File: config.mk
export PLATFORM = sky130hd
export DESIGN_NAME = zero_run_length_encoder_flat
export DESIGN_NICKNAME = d
export VERILOG_FILES = /design/src/hdl/zrle_pkg.sv /design/src/hdl/zrle_ifs.sv /design/src/hdl/zrle_front.sv /design/src/hdl/zrle_queue.sv /design/src/hdl/zrle_back.sv /design/src/hdl/zero_run_length_encoder.sv /design/src/flat_wrapper.sv
export SDC_FILE = /design/constraint.sdc
export NUM_CORES = 1
export LEC_CHECK = 0
export ABC_AREA = 1
export BUFFER_PORTS_ARGS = -buffer_cell sky130_fd_sc_hd__clkbuf_2
export CAP_MARGIN = 20
export CORE_ASPECT_RATIO = 1.25
export CORE_MARGIN = 1.5
export CORE_UTILIZATION = 65
export CTS_BUF_LIST = sky130_fd_sc_hd__clkbuf_4 sky130_fd_sc_hd__clkbuf_8 sky130_fd_sc_hd__clkbuf_16
export DETAILED_ROUTE_END_ITERATION = 10
export PLACE_DENSITY = 0.85
export SLEW_MARGIN = 20
export SYNTH_ARGS = -nofsm -noshare
export SYNTH_HDL_FRONTEND = slang
export SYNTH_SLANG_ARGS = --single-unit
File: constraint.sdc
create_clock -name clk -period 14.33 [get_ports clk]
set_input_delay 0.7165 -clock clk [delete_from_list [all_inputs] [get_ports clk]]
set_output_delay 0.7165 -clock clk [all_outputs]
set_load 0.005 [all_outputs]
File: src/hdl/zrle_pkg.sv
// shared constants and types of the zero run-length encoder
`timescale 1ns / 1ps
`default_nettype none
package zrle_pkg;

	localparam int WORD_BITS   = 32;
	localparam int MAX_COLUMN  = 4096;
	localparam int POS_W       = 12;
	localparam int CNT_W       = 13;
	localparam int QUEUE_DEPTH = 4;
	localparam int QUEUE_AW    = 2;
	localparam int WIDX_W      = 3;

	localparam logic CFG_COMPLEX_MODE  = 1'b0;
	localparam logic CFG_COLUMN_LENGTH = 1'b1;

	// one classified element: what the back end has to emit for it
	typedef struct packed {
		logic                        flush;
		logic                        cplx;
		logic                        has_value;
		logic                        last;
		logic [CNT_W-1:0]            run;
		logic signed [WORD_BITS-1:0] re;
		logic signed [WORD_BITS-1:0] im;
	} cmd_t;

	// queue handshake towards the back end
	typedef struct packed {
		logic valid;
		logic pop;
	} qctl_t;

endpackage
`default_nettype wire

File: src/hdl/zrle_ifs.sv
// request channels of the zero run-length encoder
`timescale 1ns / 1ps
`default_nettype none
interface zrle_in_if;
	logic                   valid;
	logic                   ready;
	logic signed [zrle_pkg::WORD_BITS-1:0] value_real;
	logic signed [zrle_pkg::WORD_BITS-1:0] value_imag;

	modport source (output valid, value_real, value_imag, input ready);
	modport sink (input valid, value_real, value_imag, output ready);
endinterface

interface zrle_out_if;
	logic                   valid;
	logic                   ready;
	logic signed [zrle_pkg::WORD_BITS-1:0] code_word;
	logic                   column_end;

	modport source (output valid, code_word, column_end, input ready);
	modport sink (input valid, code_word, column_end, output ready);
endinterface
`default_nettype wire

File: src/hdl/zrle_front.sv
// front end: configuration, column position, zero run tracking, classification
`timescale 1ns / 1ps
`default_nettype none
module zrle_front (
	input  wire logic                        clk,
	input  wire logic                        arst_n,
	input  wire logic                        cfg_we,
	input  wire logic                        cfg_index,
	input  wire logic [zrle_pkg::CNT_W-1:0]  cfg_wdata,
	input  wire logic                        accept,
	input  wire logic signed [zrle_pkg::WORD_BITS-1:0] value_real,
	input  wire logic signed [zrle_pkg::WORD_BITS-1:0] value_imag,
	output logic                             push,
	output zrle_pkg::cmd_t                   cmd
);

	logic                        complex_q;
	logic [zrle_pkg::CNT_W-1:0]  col_len_q;
	logic [zrle_pkg::POS_W-1:0]  pos_q;
	logic [zrle_pkg::CNT_W-1:0]  run_q;

	logic [zrle_pkg::CNT_W-1:0]  eff_len;
	logic [zrle_pkg::CNT_W-1:0]  pos_inc;
	logic [zrle_pkg::CNT_W-1:0]  run_inc;
	logic                        is_zero;
	logic                        last;

	always_comb begin
		if (col_len_q == '0) begin
			eff_len = zrle_pkg::CNT_W'(1);
		end else if (col_len_q > zrle_pkg::CNT_W'(zrle_pkg::MAX_COLUMN)) begin
			eff_len = zrle_pkg::CNT_W'(zrle_pkg::MAX_COLUMN);
		end else begin
			eff_len = col_len_q;
		end
		pos_inc = {1'b0, pos_q} + zrle_pkg::CNT_W'(1);
		run_inc = run_q + zrle_pkg::CNT_W'(1);
		last    = pos_inc >= eff_len;
		is_zero = (value_real == '0) && (!complex_q || value_imag == '0);

		cmd.cplx      = complex_q;
		cmd.last      = last;
		cmd.re        = value_real;
		cmd.im        = value_imag;
		cmd.has_value = !is_zero;
		if (is_zero) begin
			cmd.flush = last;
			cmd.run   = run_inc;
		end else begin
			cmd.flush = run_q != '0;
			cmd.run   = run_q;
		end
		// a zero inside the column produces nothing yet
		push = accept && (!is_zero || last);
	end

	always_ff @(posedge clk or negedge arst_n) begin
		if (!arst_n) begin
			complex_q <= 1'b0;
			col_len_q <= zrle_pkg::CNT_W'(1);
			pos_q     <= '0;
			run_q     <= '0;
		end else begin
			if (cfg_we) begin
				case (cfg_index)
					zrle_pkg::CFG_COMPLEX_MODE:  complex_q <= cfg_wdata[0];
					zrle_pkg::CFG_COLUMN_LENGTH: col_len_q <= cfg_wdata;
					default: ;
				endcase
			end
			if (accept) begin
				if (last) begin
					pos_q <= '0;
					run_q <= '0;
				end else begin
					pos_q <= pos_inc[zrle_pkg::POS_W-1:0];
					run_q <= is_zero ? run_inc : '0;
				end
			end
		end
	end

endmodule
`default_nettype wire

File: src/hdl/zrle_queue.sv
// short command queue between front and back end
`timescale 1ns / 1ps
`default_nettype none
module zrle_queue (
	input  wire logic           clk,
	input  wire logic           arst_n,
	input  wire logic           push,
	input  wire zrle_pkg::cmd_t push_cmd,
	output logic                full,
	input  wire logic           pop,
	output logic                head_valid,
	output zrle_pkg::cmd_t      head_cmd
);

	zrle_pkg::cmd_t                   mem_q [zrle_pkg::QUEUE_DEPTH];
	logic [zrle_pkg::QUEUE_AW-1:0]    wr_q;
	logic [zrle_pkg::QUEUE_AW-1:0]    rd_q;
	logic [zrle_pkg::QUEUE_AW:0]      count_q;

	assign full       = count_q == (zrle_pkg::QUEUE_AW+1)'(zrle_pkg::QUEUE_DEPTH);
	assign head_valid = count_q != '0;
	assign head_cmd   = mem_q[rd_q];

	always_ff @(posedge clk) begin
		if (push) begin
			mem_q[wr_q] <= push_cmd;
		end
	end

	always_ff @(posedge clk or negedge arst_n) begin
		if (!arst_n) begin
			wr_q    <= '0;
			rd_q    <= '0;
			count_q <= '0;
		end else begin
			if (push) begin
				wr_q <= wr_q + zrle_pkg::QUEUE_AW'(1);
			end
			if (pop) begin
				rd_q <= rd_q + zrle_pkg::QUEUE_AW'(1);
			end
			case ({push, pop})
				2'b10:   count_q <= count_q + (zrle_pkg::QUEUE_AW+1)'(1);
				2'b01:   count_q <= count_q - (zrle_pkg::QUEUE_AW+1)'(1);
				default: ;
			endcase
		end
	end

endmodule
`default_nettype wire

File: src/hdl/zrle_back.sv
// back end: walks the words of each command into the output register
`timescale 1ns / 1ps
`default_nettype none
module zrle_back (
	input  wire logic           clk,
	input  wire logic           arst_n,
	input  wire logic           head_valid,
	input  wire zrle_pkg::cmd_t head_cmd,
	output zrle_pkg::qctl_t     qctl,
	zrle_out_if.source          out_ch
);

	logic [zrle_pkg::WIDX_W-1:0]          idx_q;
	logic                                 valid_q;
	logic signed [zrle_pkg::WORD_BITS-1:0] word_q;
	logic                                 end_q;

	logic [zrle_pkg::WIDX_W-1:0]          base;
	logic [zrle_pkg::WIDX_W-1:0]          nwords;
	logic                                 final_word;
	logic                                 adv;
	logic signed [zrle_pkg::WORD_BITS-1:0] word;

	always_comb begin
		// marker word(s) and length first, then value word(s)
		if (head_cmd.flush) begin
			base = head_cmd.cplx ? zrle_pkg::WIDX_W'(3) : zrle_pkg::WIDX_W'(2);
		end else begin
			base = '0;
		end
		if (head_cmd.has_value) begin
			nwords = base + (head_cmd.cplx ? zrle_pkg::WIDX_W'(2) : zrle_pkg::WIDX_W'(1));
		end else begin
			nwords = base;
		end
		final_word = idx_q == nwords - zrle_pkg::WIDX_W'(1);
		if (idx_q < base) begin
			if (idx_q == base - zrle_pkg::WIDX_W'(1)) begin
				word = $signed({{(zrle_pkg::WORD_BITS-zrle_pkg::CNT_W){1'b0}},
					head_cmd.run});
			end else begin
				word = '0;
			end
		end else if (idx_q == base) begin
			word = head_cmd.re;
		end else begin
			word = head_cmd.im;
		end
		adv        = head_valid && (!valid_q || out_ch.ready);
		qctl.valid = head_valid;
		qctl.pop   = adv && final_word;
	end

	always_ff @(posedge clk) begin
		if (adv) begin
			word_q <= word;
			end_q  <= head_cmd.last && final_word;
		end
	end

	always_ff @(posedge clk or negedge arst_n) begin
		if (!arst_n) begin
			idx_q   <= '0;
			valid_q <= 1'b0;
		end else begin
			if (adv) begin
				idx_q   <= final_word ? '0 : idx_q + zrle_pkg::WIDX_W'(1);
				valid_q <= 1'b1;
			end else if (out_ch.ready) begin
				valid_q <= 1'b0;
			end
		end
	end

	assign out_ch.valid      = valid_q;
	assign out_ch.code_word  = word_q;
	assign out_ch.column_end = end_q;

endmodule
`default_nettype wire

File: src/hdl/zero_run_length_encoder.sv
// top level of the zero run-length encoder
`timescale 1ns / 1ps
`default_nettype none
// Compresses matrix columns one element per input request. A nonzero element
// leaves as one word (real mode) or two words, real then imaginary (complex
// mode). A run of zero elements leaves as a zero marker (one or two zero words)
// followed by the run length, when the next nonzero element arrives or the
// column ends; column_end flags the last word of each column. An element of
// zero inside a column produces no output yet. The front end takes one input
// request every cycle while its four-entry command queue has room; the back
// end sends one output word per cycle while the receiver is ready; an element
// produces one to five words, and a zero inside a column costs nothing at the
// output. Throughput is therefore set by the single output word register.
// Configuration: index 0 is complex_mode (bit 0), index 1 is column_length
// (13 bits, 0 acts as 1, above 4096 acts as 4096); write only while idle.
module zero_run_length_encoder (
	input  wire logic                        clk,
	input  wire logic                        arst_n,
	input  wire logic                        cfg_we,
	input  wire logic                        cfg_index,
	input  wire logic [zrle_pkg::CNT_W-1:0]  cfg_wdata,
	zrle_in_if.sink                          in_ch,
	zrle_out_if.source                       out_ch
);

	logic            accept;
	logic            push;
	logic            full;
	zrle_pkg::cmd_t  push_cmd;
	zrle_pkg::cmd_t  head_cmd;
	logic            head_valid;
	zrle_pkg::qctl_t qctl;

	// input request taken whenever the queue has a free slot
	assign in_ch.ready = !full;
	assign accept      = in_ch.valid && !full;

	zrle_front u_front (
		.clk        (clk),
		.arst_n     (arst_n),
		.cfg_we     (cfg_we),
		.cfg_index  (cfg_index),
		.cfg_wdata  (cfg_wdata),
		.accept     (accept),
		.value_real (in_ch.value_real),
		.value_imag (in_ch.value_imag),
		.push       (push),
		.cmd        (push_cmd)
	);

	// decouples classification from word emission
	zrle_queue u_queue (
		.clk        (clk),
		.arst_n     (arst_n),
		.push       (push),
		.push_cmd   (push_cmd),
		.full       (full),
		.pop        (qctl.pop),
		.head_valid (head_valid),
		.head_cmd   (head_cmd)
	);

	zrle_back u_back (
		.clk        (clk),
		.arst_n     (arst_n),
		.head_valid (head_valid),
		.head_cmd   (head_cmd),
		.qctl       (qctl),
		.out_ch     (out_ch)
	);

	// no command pushed into a full queue
	a_no_overflow: assert property (@(posedge clk) disable iff (!arst_n)
		push |-> !full)
		else $error("command queue overflow");

	// back end only retires a command that is present
	a_no_underflow: assert property (@(posedge clk) disable iff (!arst_n)
		qctl.pop |-> qctl.valid)
		else $error("command queue underflow");

	// retiring a command always leaves its last word on the output
	a_pop_shows_word: assert property (@(posedge clk) disable iff (!arst_n)
		qctl.pop |=> out_ch.valid)
		else $error("retired command produced no output word");

endmodule
`default_nettype wire

File: src/flat_wrapper.sv
// flat-port wrapper written by rule: the top's interface ports become plain ports
module zero_run_length_encoder_flat 
  (clk, arst_n, cfg_we, cfg_index, cfg_wdata, in_ch_valid, in_ch_value_real, in_ch_value_imag, in_ch_ready, out_ch_valid, out_ch_code_word, out_ch_column_end, out_ch_ready);
  zrle_in_if in_ch_i ();
  zrle_out_if out_ch_i ();
  input  wire logic clk;
  input  wire logic arst_n;
  input  wire logic cfg_we;
  input  wire logic cfg_index;
  input  wire logic [zrle_pkg::CNT_W-1:0] cfg_wdata;
  input wire logic [$bits(in_ch_i.valid)-1:0] in_ch_valid;
  input wire logic [$bits(in_ch_i.value_real)-1:0] in_ch_value_real;
  input wire logic [$bits(in_ch_i.value_imag)-1:0] in_ch_value_imag;
  output wire logic [$bits(in_ch_i.ready)-1:0] in_ch_ready;
  output wire logic [$bits(out_ch_i.valid)-1:0] out_ch_valid;
  output wire logic [$bits(out_ch_i.code_word)-1:0] out_ch_code_word;
  output wire logic [$bits(out_ch_i.column_end)-1:0] out_ch_column_end;
  input wire logic [$bits(out_ch_i.ready)-1:0] out_ch_ready;
  assign in_ch_i.valid = in_ch_valid;
  assign in_ch_i.value_real = in_ch_value_real;
  assign in_ch_i.value_imag = in_ch_value_imag;
  assign in_ch_ready = in_ch_i.ready;
  assign out_ch_valid = out_ch_i.valid;
  assign out_ch_code_word = out_ch_i.code_word;
  assign out_ch_column_end = out_ch_i.column_end;
  assign out_ch_i.ready = out_ch_ready;
  zero_run_length_encoder u_core (.clk(clk), .arst_n(arst_n), .cfg_we(cfg_we), .cfg_index(cfg_index), .cfg_wdata(cfg_wdata), .in_ch(in_ch_i), .out_ch(out_ch_i));
endmodule
## Yosys cells after proc, flatten, opt, wreduce, memory -nomap -nowiden

Memories as Yosys holds them, arrays and structs flattened.
Cells that the tools add are included.

- Add/subtract/negate cells: 10
- Magnitude comparators: 3
- Equality and inequality tests: 6
- Mux-type cells: 20
- Bitwise operators: 1
- Reductions and logical operators: 22

Operators by type and width:

| kind | count |
|---|---|
| $mux 13 | 6 |
| $logic_not 32->1 | 2 |
| $mux 32 | 2 |
| $add 12x1->13 const B | 1 |
| $add 13x1->13 const B | 1 |
| $ge 13x13->1 | 1 |
| $gt 13x13->1 const B | 1 |
| $logic_not 13->1 | 1 |
| $reduce_bool 13->1 | 1 |
| $mux 12 | 1 |
| $eq 3x3->1 | 3 |
| $mux 3 | 3 |
| $sub 3x1->3 const B | 3 |
| $add 3x1->3 const B | 2 |
| $logic_and 1x1->1 | 6 |
| $mux 1 | 6 |
| $pmux 3 s2 | 1 |
| $add 2x1->2 const B | 2 |
| $logic_not 1->1 | 4 |
| $reduce_and 2->1 | 2 |
| $reduce_bool 2->1 | 2 |
| $add 3x2->3 | 1 |
| $eq 3x3->1 const B | 1 |
| $logic_or 1x1->1 | 3 |
| other kinds (6) | 6 |

- Bits in registers: 83
- Bits in writable memories: 324
- Bits of input ports: 83
- Output and inout port bits: 35
- Word-level logic and storage cells: 74
- Memories: 1

Memories:

| name | words | bits a word | read ports | clocked after Yosys merged registers in | wr ports | RTL line | text |
|---|---|---|---|---|---|---|---|
| u_core.u_queue.mem_q | 4 | 81 | 1 | 0 | 1 | zrle_queue.sv:15 | `zrle_pkg::cmd_t mem_q [zrle_pkg::QUEUE_DEPTH];` |

## Logic depth before layout (Yosys ltp)

Gate-level depths: netlist (run 1).
An unclocked memory read counts as a cell.

- Depth after elaboration: 10
- Mapped depth: 23
- Gate-level depth less buffers: 23

## Hierarchy

From an unflattened synthesis (run 1), not the netlist that was laid out.

- Cells, all modules: 1699
- Area total of the unflattened synthesis: 20002.9 um^2

By module, submodules not included:

| module | instances | cells an instance | area each (um^2) | sequential area each (um^2) |
|---|---|---|---|---|
| zrle_queue | 1 | 993 | 14508.9 | 9904.5 |
| zrle_front | 1 | 477 | 3448.3 | 977.2 |
| zrle_back | 1 | 226 | 2031.9 | 1091.0 |
| zero_run_length_encoder | 1 | 3 | 13.8 | 0.0 |

## Worst setup path before layout (run 1)

OpenSTA, ideal clock, no wires.

- Path kind: flip-flop to flip-flop
- From: register u_core.u_front.pos_q[0] (netlist bit)
- To: memory u_core.u_queue.mem_q[0][0] (netlist bit) (enable)
- Setup time: 0.521 ns
- Data arrival time: 5.660 ns
- Required time: 13.809 ns
- Setup slack: 8.149 ns
- Cell stages (with the launch flop): 17
- Buffers on the path: 0
- Period minus slack after synthesis: 6.181 ns
- Cells stage by stage: dfrtp_1 > ha_1 > nand3_1 > nor2_1 > nand2_1 > nor2_1 > nand3_1 > xor2_1 > ha_1 > nand4_1 > nor2_1 > nand2_1 > nand3_1 > inv_1 > nand2_1 > nand2_1 > nor2_1

RTL lines:

| what | RTL line | text |
|---|---|---|
| from (decl) | zrle_front.sv:19 | `logic [zrle_pkg::POS_W-1:0] pos_q;` |
| from (signal assigned) | zrle_front.sv:76 | `pos_q <= pos_inc[zrle_pkg::POS_W-1:0];` |
| to (decl) | zrle_queue.sv:15 |  |

## Worst setup path in the final report (run 1)

- From: register u_core.u_queue.rd_q[0] (netlist bit)
- To: register u_core.u_queue.count_q[2] (netlist bit)

- Longest elaborated chain between the ends: 10
- Elaborated cells on any way between the ends: 13
- Classes of those cells: 2 x add/sub; 3 x eq/ne; 5 x mux; 2 x reduce/logical; 1 x memory

RTL lines:

| what | RTL line | text |
|---|---|---|
| from (decl) | zrle_queue.sv:17 | `logic [zrle_pkg::QUEUE_AW-1:0] rd_q;` |
| from (signal assigned) | zrle_queue.sv:40 | `rd_q <= rd_q + zrle_pkg::QUEUE_AW'(1);` |
| $mem_v2 4x81 * | - |  |
| $mux 1 | zrle_back.sv:27 | `base = head_cmd.cplx ? zrle_pkg::WIDX_W'(3) : zrle_pkg::WIDX_W'(2);` |
| $mux 3 | zrle_back.sv:26 | `if (head_cmd.flush) begin` |
| $add 3x2->3 | zrle_back.sv:32 | `nwords = base + (head_cmd.cplx ? zrle_pkg::WIDX_W'(2) : zrle_pkg::WIDX_W'(1));` |
| $mux 3 * | zrle_back.sv:31 | `if (head_cmd.has_value) begin` |
| $sub 3x1->3 * | zrle_back.sv:36 | `final_word = idx_q == nwords - zrle_pkg::WIDX_W'(1);` |
| $eq 3x3->1 * | zrle_back.sv:36 |  |
| $logic_and 1x1->1 * | zrle_back.sv:51 | `qctl.pop = adv && final_word;` |
| net u_core.u_queue.pop | zrle_queue.sv:10 | `input wire logic pop,` |
| $eq 2x1->1 / $eq 2x2->1 (equally long branches) | zrle_queue.sv:42 | `case ({push, pop})` |
| $pmux 3 s2 / $reduce_bool 2->1 (equally long branches) | - |  |
| to (signal assigned) | zrle_queue.sv:43 | `2'b10: count_q <= count_q + (zrle_pkg::QUEUE_AW+1)'(1);` |
| to (signal assigned) | zrle_queue.sv:44 | `2'b01: count_q <= count_q - (zrle_pkg::QUEUE_AW+1)'(1);` |
| to (decl) | zrle_queue.sv:18 | `logic [zrle_pkg::QUEUE_AW:0] count_q;` |

Mark *: on every way through the listed nets, which the timed path passes. The rest lies on a longest branch.
A chain may end at the register's enable or synchronous reset.

==> qor.log, run 1 <==
[outcome] run status complete, no violations
[setup_path] r2r setup slk 9.07 ns
[synth] number of storage elements in the synthesis netlist 407
[sta] Tightest Pin Transition 1.07 ns
[setup_path] element type at the critical path end flop
[finish] sequential cell area 0.0120 mm2
[grt] overflow left after global routing 0
[routing] number of iterations in the first detailed-routing pass 6
[sta] achievable clock frequency 190 MHz
[clocking] Clk Latency, worst-skew pair 0.52 ns
[sta] final hold violation count 0
[pwr] cell leakage power 7.16 nW
[finish] most frequent cells in the layout sky130_fd_sc_hd__edfxtp_1 (357), sky130_fd_sc_hd__nor2_1 (260), sky130_fd_sc_hd__o21ai_0 (207)
[synth] ys async rst share 0.123
[synth] number of distinct library cell variants in the gate-level netlist after synthesis 39
[sta] total of endpoints with negative setup slack in the final report 0
[clocking] Clock H-tree levels 2
[floorplan] die area 0.0273 mm2
[clocking] clock-pin slew reported for the worst setup and hold paths after clock tree synthesis 0.06 ns
[min_path] hold crit path type in -> async
[clocking] clock tree from TritonCTS built
[synth] cell type contributing the most total cell area after synthesis sky130_fd_sc_hd__edfxtp_1
[sta] Fin Clk Skew 0.0127 ns
[clocking] postcts setup bufs 0
[clocking] hold_buf cts 0
[floorplan] starting density of the core 0.659
[setup_path] Worst Path Required 14.73 ns
[synth] Synth Net Count 1545
[synth] area share of the leading cell type in the synthesized netlist 0.627
[synth] Warnings, synthesis 0
[pwr] power density normalized to cell area 216 mW/mm2
[flow_run] max cap viols 0
[clocking] clock root cell sky130_fd_sc_hd__clkbuf_16
[finish] number of fillers in the final layout 1558
[synth] dominant synthesized flop cell sky130_fd_sc_hd__edfxtp_1
[floorplan] overall die height 184 um
[place] placed cell count 1833
[synth] Synth area leaders sky130_fd_sc_hd__edfxtp_1 (63%), sky130_fd_sc_hd__dfrtp_1 (7.2%), sky130_fd_sc_hd__o21ai_0 (6.1%)
[finish] commonest non-fill, non-tap cell in the layout sky130_fd_sc_hd__edfxtp_1
[place] final weighted congestion in routability-driven placement 0.927
[floorplan] IO Count 118
[setup_path] largest fanout on the critical path 100
[sta] max-slew violation total from the final report 0
[routing] starting DRC count in detailed routing 1541
[clocking] CTS max path bufs 3
[finish] area used by multi-input combinational logic 0.00460 mm2
[grt] total routing resource utilization after global routing 0.299
[setup_path] data arrival time of the worst path 5.66 ns
[finish] filler-free cell count of the finished design 1903
[grt] maximum number of pins on one net before global-route repair 101
[grt] number of global-route vias before repair 11600
[synth] total standard cell area after synthesis 0.0171 mm2
[finish] share of cells above drive strength 1 0.151
[setup_path] type of the worst setup path reg -> reg
[routing] total vias in the final route 12000
[grt] first-pass GRT wire length 62400 um
[pwr] maximum vdd ir drop 0.126 mV
[finish] layout overhead on the synthesized area 12.3%
[synth] number of flops mapped to enable cells by yosys 357
[routing] average wire length per cell after detail routing 21.2 um
[sta] relative slew slack 0.286
[routing] final routed wirelength across all metal layers 40400 um
[finish] # diodes 0
[sta] RSZ-0062 raised after global routing no
[floorplan] floorplan row count 66
[sta] fin crit share 0.367
[place] HPWL after detailed placement 22900 um
[sta] shortest period the worst path allows 5.26 ns
[floorplan] Core ar. 0.0259 mm2
[clocking] number of clock sinks 407
[setup_path] startpoint type of the worst setup path flop
[grt] antenna violations before repair 0
[routing] Remaining DRCs 0
[clocking] post-cts resize count 0
[synth] synthesized instance count 1432
[clocking] clock buffers created by TritonCTS 39
[place] number of buffers added on ports 117
[finish] final layout net count 1647
[routing] average via count per standard cell 6.30
[synth] mean area per synthesized cell 11.9 um2
[synth] sequential element share of the synthesized area 0.700
[floorplan] Die X 148 um
[routing] ANT nets after route 0
[sta] Setup TNS Final 0 ns
[power breakdown]
group          internal [mW]  total, mW  switching, mW
logic                  0.410       1.40          0.987
clock network          0.579       1.00          0.425
registers               1.63       1.75          0.123
[path summary, 6_finish.rpt]
path	startpoint	endpoint	depth (start not counted)
setup reg to reg	u_core.u_queue.rd_q[0]	u_core.u_queue.count_q[2]	22
hold reg to reg	u_core.u_front.run_q[7]	u_core.u_front.run_q[7]	2
max in group asynchronous	arst_n	u_core.u_queue.rd_q[0]	2
hold / removal	arst_n	u_core.u_front.col_len_q[2]	2
setup / recovery	u_core.u_queue.rd_q[0]	u_core.u_queue.count_q[2]	22
min in group clk	cfg_we	u_core.u_front.complex_q	2
[layout make-up]
class / count / area share
Tap cell: 340 / 0.0222
Sequential cell: 407 / 0.624
Multi-Input combinational cell: 887 / 0.240
Clock inverter: 16 / 0.00534
Clock buffer: 54 / 0.0598
Timing Repair Buffer: 130 / 0.0356
Inverter: 69 / 0.0136
[metrics by stage]
step / hold slack [ns] / instance area [um2] / total power [mW] / utilization / worst slack [ns]
2_1_floorplan: 0.421 / 17100 / 2.68 / - / 8.15
6_report: 0.318 / 19200 / 4.15 / 0.740 / 9.07
3_3_place_gp: 0.489 / 17900 / 3.03 / 0.692 / 9.33
4_1_cts: 0.330 / 19200 / 4.14 / 0.740 / 9.12
3_5_place_dp: 0.501 / 17900 / 3.10 / 0.692 / 9.20
5_1_grt: 0.387 / 19200 / 4.35 / 0.740 / 8.54
[synth_stat cells, types with 4 or more instances]
master	n
sky130_fd_sc_hd__o22ai_1	57
sky130_fd_sc_hd__a21oi_1	11
sky130_fd_sc_hd__edfxtp_1	357
sky130_fd_sc_hd__clkbuf_1	43
sky130_fd_sc_hd__xnor2_1	4
sky130_fd_sc_hd__inv_2	4
sky130_fd_sc_hd__o21ai_0	207
sky130_fd_sc_hd__buf_2	23
sky130_fd_sc_hd__nand3_1	33
sky130_fd_sc_hd__o221ai_1	22
sky130_fd_sc_hd__inv_1	65
sky130_fd_sc_hd__o21ai_1	23
sky130_fd_sc_hd__xor2_1	15
sky130_fd_sc_hd__nand4_1	17
sky130_fd_sc_hd__o211ai_1	4
sky130_fd_sc_hd__dfrtp_1	49
sky130_fd_sc_hd__nand2_1	159
sky130_fd_sc_hd__mux2_2	11
sky130_fd_sc_hd__ha_1	29
sky130_fd_sc_hd__nor4_1	5
sky130_fd_sc_hd__nor2_1	264
sky130_fd_sc_hd__nand2_2	8
[worst max-delay path: stages, from the launching register on]
cell,delay [ns]
sky130_fd_sc_hd__dfrtp_4,0.77
sky130_fd_sc_hd__inv_4,0.83
sky130_fd_sc_hd__buf_4,0.66
sky130_fd_sc_hd__nand2_1,0.10
sky130_fd_sc_hd__nand2_1,0.09
sky130_fd_sc_hd__nand2_1,0.05
sky130_fd_sc_hd__nand2_1,0.18
sky130_fd_sc_hd__inv_1,0.09
sky130_fd_sc_hd__ha_1,0.29
sky130_fd_sc_hd__nor2_1,0.10
sky130_fd_sc_hd__a21oi_1,0.06
sky130_fd_sc_hd__ha_1,0.21
sky130_fd_sc_hd__xnor2_1,0.18
sky130_fd_sc_hd__nand4_1,0.15
sky130_fd_sc_hd__nand2_2,0.12
sky130_fd_sc_hd__nor2_4,0.05
sky130_fd_sc_hd__nand3_4,0.09
sky130_fd_sc_hd__inv_1,0.05
sky130_fd_sc_hd__ha_1,0.22
sky130_fd_sc_hd__fa_1,0.39
sky130_fd_sc_hd__a21oi_1,0.12
sky130_fd_sc_hd__o21ai_0,0.11
sky130_fd_sc_hd__xor2_1,0.15
[registers in the layout (all words and copies together), names as in the netlist]
name	count
u_core.u_back.out_ch.code_word	32
u_core.u_front.complex_q	1
u_core.u_back.idx_q	3
u_core.u_front.run_q	13
u_core.u_queue.mem_q	324
u_core.u_queue.rd_q	2
u_core.u_queue.count_q	3
u_core.u_front.col_len_q	13
u_core.u_front.pos_q	12
u_core.u_back.out_ch.column_end	1
u_core.u_queue.wr_q	2
u_core.u_back.out_ch.valid	1
[cells by family (layout without fill, tap and decap cells)]
| group | after synthesis | after routing | share of synthesized area |
|---|---|---|---|
| AOI/OAI and AO/OA | 330 | 330 | 0.108 |
| adders and majority gates | 30 | 30 | 0.0224 |
| buffers and inverters | 138 | 269 | 0.0331 |
| xor gates and xnor gates | 19 | 19 | 0.00973 |
| and+or+nand+nor | 497 | 497 | 0.120 |
| DFF | 407 | 407 | 0.700 |
| muxes | 11 | 11 | 0.00725 |
[layer usage]
| metal | wire length, um | share of wire | track usage |
|---|---|---|---|
| met5 | 0 | 0 | 0 |
| met4 | 2050 | 0.051 | 0.160 |
| met3 | 3750 | 0.093 | 0.0403 |
| met2 | 20600 | 0.51 | 0.507 |
| met1 | 13900 | 0.35 | 0.378 |
Power figures use the tool's default switching activity.
==> inputs of run 2 (changes only) <==
- CORE_UTILIZATION: 65 -> 60
- PLACE_DENSITY: 0.85 -> 0.79
- clock period: 14.33 -> 5.2 ns (I/O delays scaled with it)
==> qor.log, run 2 (same netlist as run 1, synthesis figures left out) <==
[floorplan] die area 0.0295 mm2
[finish] top register by number of flip-flops u_core.u_queue.mem_q
[finish] final design area excluding fillers 0.0201 mm2
[sta] max-slew violation total from the final report 0
[finish] commonest non-fill, non-tap cell in the layout sky130_fd_sc_hd__edfxtp_1
[finish] final layout net count 1732
[finish] most frequent cells in the layout sky130_fd_sc_hd__edfxtp_1 (357), sky130_fd_sc_hd__nor2_1 (260), sky130_fd_sc_hd__o21ai_0 (207)
[sta] total of endpoints with negative setup slack in the final report 0
[grt] overflow left after global routing 0
[clocking] clock buffers created by TritonCTS 40
[setup_path] CP Launch Point u_core.u_front.col_len_q[5]
[finish] Largest register FFs 324
[grt] grt met1 use 0.329
[floorplan] IO Count 118
[place] HPWL after detailed placement 22500 um
[setup_path] CP dominant cell by count sky130_fd_sc_hd__nand2_1
[setup_path] Worst Path Required 5.37 ns
[sta] achievable clock frequency 244 MHz
[place] placed cell count 1849
[setup_path] destination of the worst register-to-register timing path u_core.u_queue.mem_q[0][37]
[place] area of placed instances 0.0180 mm2
[pwr] power density normalized to cell area 575 mW/mm2
[clocking] clock root cell sky130_fd_sc_hd__clkbuf_16
[routing] ANT nets after route 0
[setup_path] Max stage delay cell, worst path sky130_fd_sc_hd__buf_4
[setup_path] data arrival time of the worst path 4.27 ns
[pwr] cell leakage power 7.56 nW
[place] pre-CTS setup slack 1.25 ns
[setup_path] crit path capture u_core.u_queue.mem_q[0][37]
[finish] share of cells above drive strength 1 0.147
[sta] final hold violation count 0
[finish] sequential cell area 0.0120 mm2
[routing] Remaining DRCs 0
[grt] first-pass GRT wire length 61300 um
[sta] minimum hold slack 0.00888 ns
[grt] number of global-route vias before repair 11700
[grt] maximum number of pins on one net before global-route repair 107
[sta] fin crit share 0.789
[finish] # diodes 0
[place] final weighted congestion in routability-driven placement 0.870
[finish] area used by multi-input combinational logic 0.00460 mm2
[clocking] clock-pin slew reported for the worst setup and hold paths after clock tree synthesis 0.06 ns
[finish] filler-free cell count of the finished design 2000
[grt] total routing resource utilization after global routing 0.269
[outcome] run status complete, no violations
[routing] average wire length per cell after detail routing 19.7 um
[setup_path] cells along the critical path nor4_1 > nand3_1 > nand2_1 > nand2_1 > ha_1 > nand2_1 > nor2_1 > nand2_1 > nand3_1 > nand2_1 > nand3_1 > inv_1 > nand2_1 > nand2_1 > nor2_4 > buf_4
[clocking] Clock H-tree levels 2
[setup_path] r2r setup slk 1.10 ns
[clocking] CTS max path bufs 3
[floorplan] Die X 154 um
[clocking] postcts setup bufs 0
[grt] met3 track utilization from global routing 0.0393
[place] number of buffers added on ports 117
[setup_path] type of the worst setup path reg -> reg
[setup_path] startpoint of the worst-slack reg-to-reg timing path u_core.u_front.col_len_q[5]
[setup_path] largest fanout on the critical path 55
[setup_path] peak per-stage delay on the critical path 0.65 ns
[routing] number of iterations in the first detailed-routing pass 5
[sta] Tightest Pin Transition 1.06 ns
[floorplan] Core ar. 0.0278 mm2
[setup_path] element type at the critical path end flop
[min_path] hold crit path type in -> reg
[pwr] maximum vdd ir drop 0.388 mV
[routing] starting DRC count in detailed routing 1217
[sta] Fin Clk Skew 0.0232 ns
[finish] utilization after layout 0.723
[flow_run] max cap viols 0
[grt] fraction of met2 tracks used by global routing 0.472
[floorplan] starting density of the core 0.614
[routing] final routed wirelength across all metal layers 39400 um
[routing] average via count per standard cell 5.92
[finish] layout overhead on the synthesized area 17.7%
[floorplan] floorplan row count 68
[setup_path] length in cells of the worst reg-to-reg path 16
[clocking] number of clock sinks 407
[finish] number of fillers in the final layout 1788
[sta] relative slew slack 0.293
[setup_path] startpoint type of the worst setup path flop
[grt] GRT Max-Usage Layer met2
[grt] antenna violations before repair 0
[clocking] clock tree from TritonCTS built
[sta] RSZ-0062 raised after global routing no
[sta] slack of the critical path 1.10 ns
[floorplan] overall die height 192 um
[sta] shortest period the worst path allows 4.10 ns
[clocking] Clk Latency, worst-skew pair 0.55 ns
[routing] total vias in the final route 11800
==> run 2: what timing repair did <==
item	CTS	global route
hold buffers	77	1
hold endpoints to repair	304	1
gates resized for setup	0	0
==> run 2: report_power, final <==
| part | total [mW] | internal (mW) | switching [mW] | leakage [nW] |
|---|---|---|---|---|
| Combinational | 3.97 | 1.21 | 2.76 | 2.93 |
| Sequential | 4.71 | 4.48 | 0.230 | 3.97 |
| Clock | 2.88 | 1.71 | 1.17 | 0.662 |
| Total | 11.6 | 7.39 | 4.17 | 7.56 |
==> run 2: cell type report <==
| cell class | instances | area share |
|---|---|---|
| clock buffers | 52 | 0.0551 |
| clock inverters | 21 | 0.0103 |
| inverters | 69 | 0.0130 |
| multi-input cells | 887 | 0.229 |
| flip-flops and latches | 407 | 0.595 |
| well taps | 350 | 0.0218 |
| repair buffers | 214 | 0.0762 |
==> run 2: how the worst min path moves through the flow <==
stage	to	depth (start not counted)	slack, ns	start
after detailed placement	u_core.u_front.col_len_q[4]	2	0.42	arst_n
after global placement	u_core.u_front.col_len_q[6]	2	0.41	arst_n
after global routing	u_core.u_queue.mem_q[3][25]	1	0.001	in_ch_value_imag[25]
after CTS	u_core.u_queue.mem_q[3][25]	1	0.0007	in_ch_value_imag[25]
final	u_core.u_queue.mem_q[3][25]	1	0.009	in_ch_value_imag[25]
after floorplan	u_core.u_back.idx_q[0]	0	-0.04	arst_n
==> run 2: metal layers <==
metal | wire length (um) | share of wire | vias up
li1 | - | - | 5514
met1 | 15100 | 0.38 | 5681
met2 | 20000 | 0.51 | 531
met3 | 2630 | 0.067 | 118
met4 | 1640 | 0.042 | 0
met5 | 0 | 0 | -
==> run 2: per-stage QoR <==
| step | power (mW) | TNS (ns) |
|---|---|---|
| after floorplan | 7.39 | -317.97 |
| after global placement | 8.48 | 0 |
| after detailed placement | 8.62 | 0 |
| after CTS | 11.5 | 0 |
| after global routing | 12.2 | 0 |
| final | 11.6 | 0 |
==> run 2: critical path: cells and delay by family, from the launching register on <==
family,cells,cell delay [ns]
buf+inv,2,0.76
simple gates,13,2.14
flops,1,0.41
fa+ha+maj,1,0.34
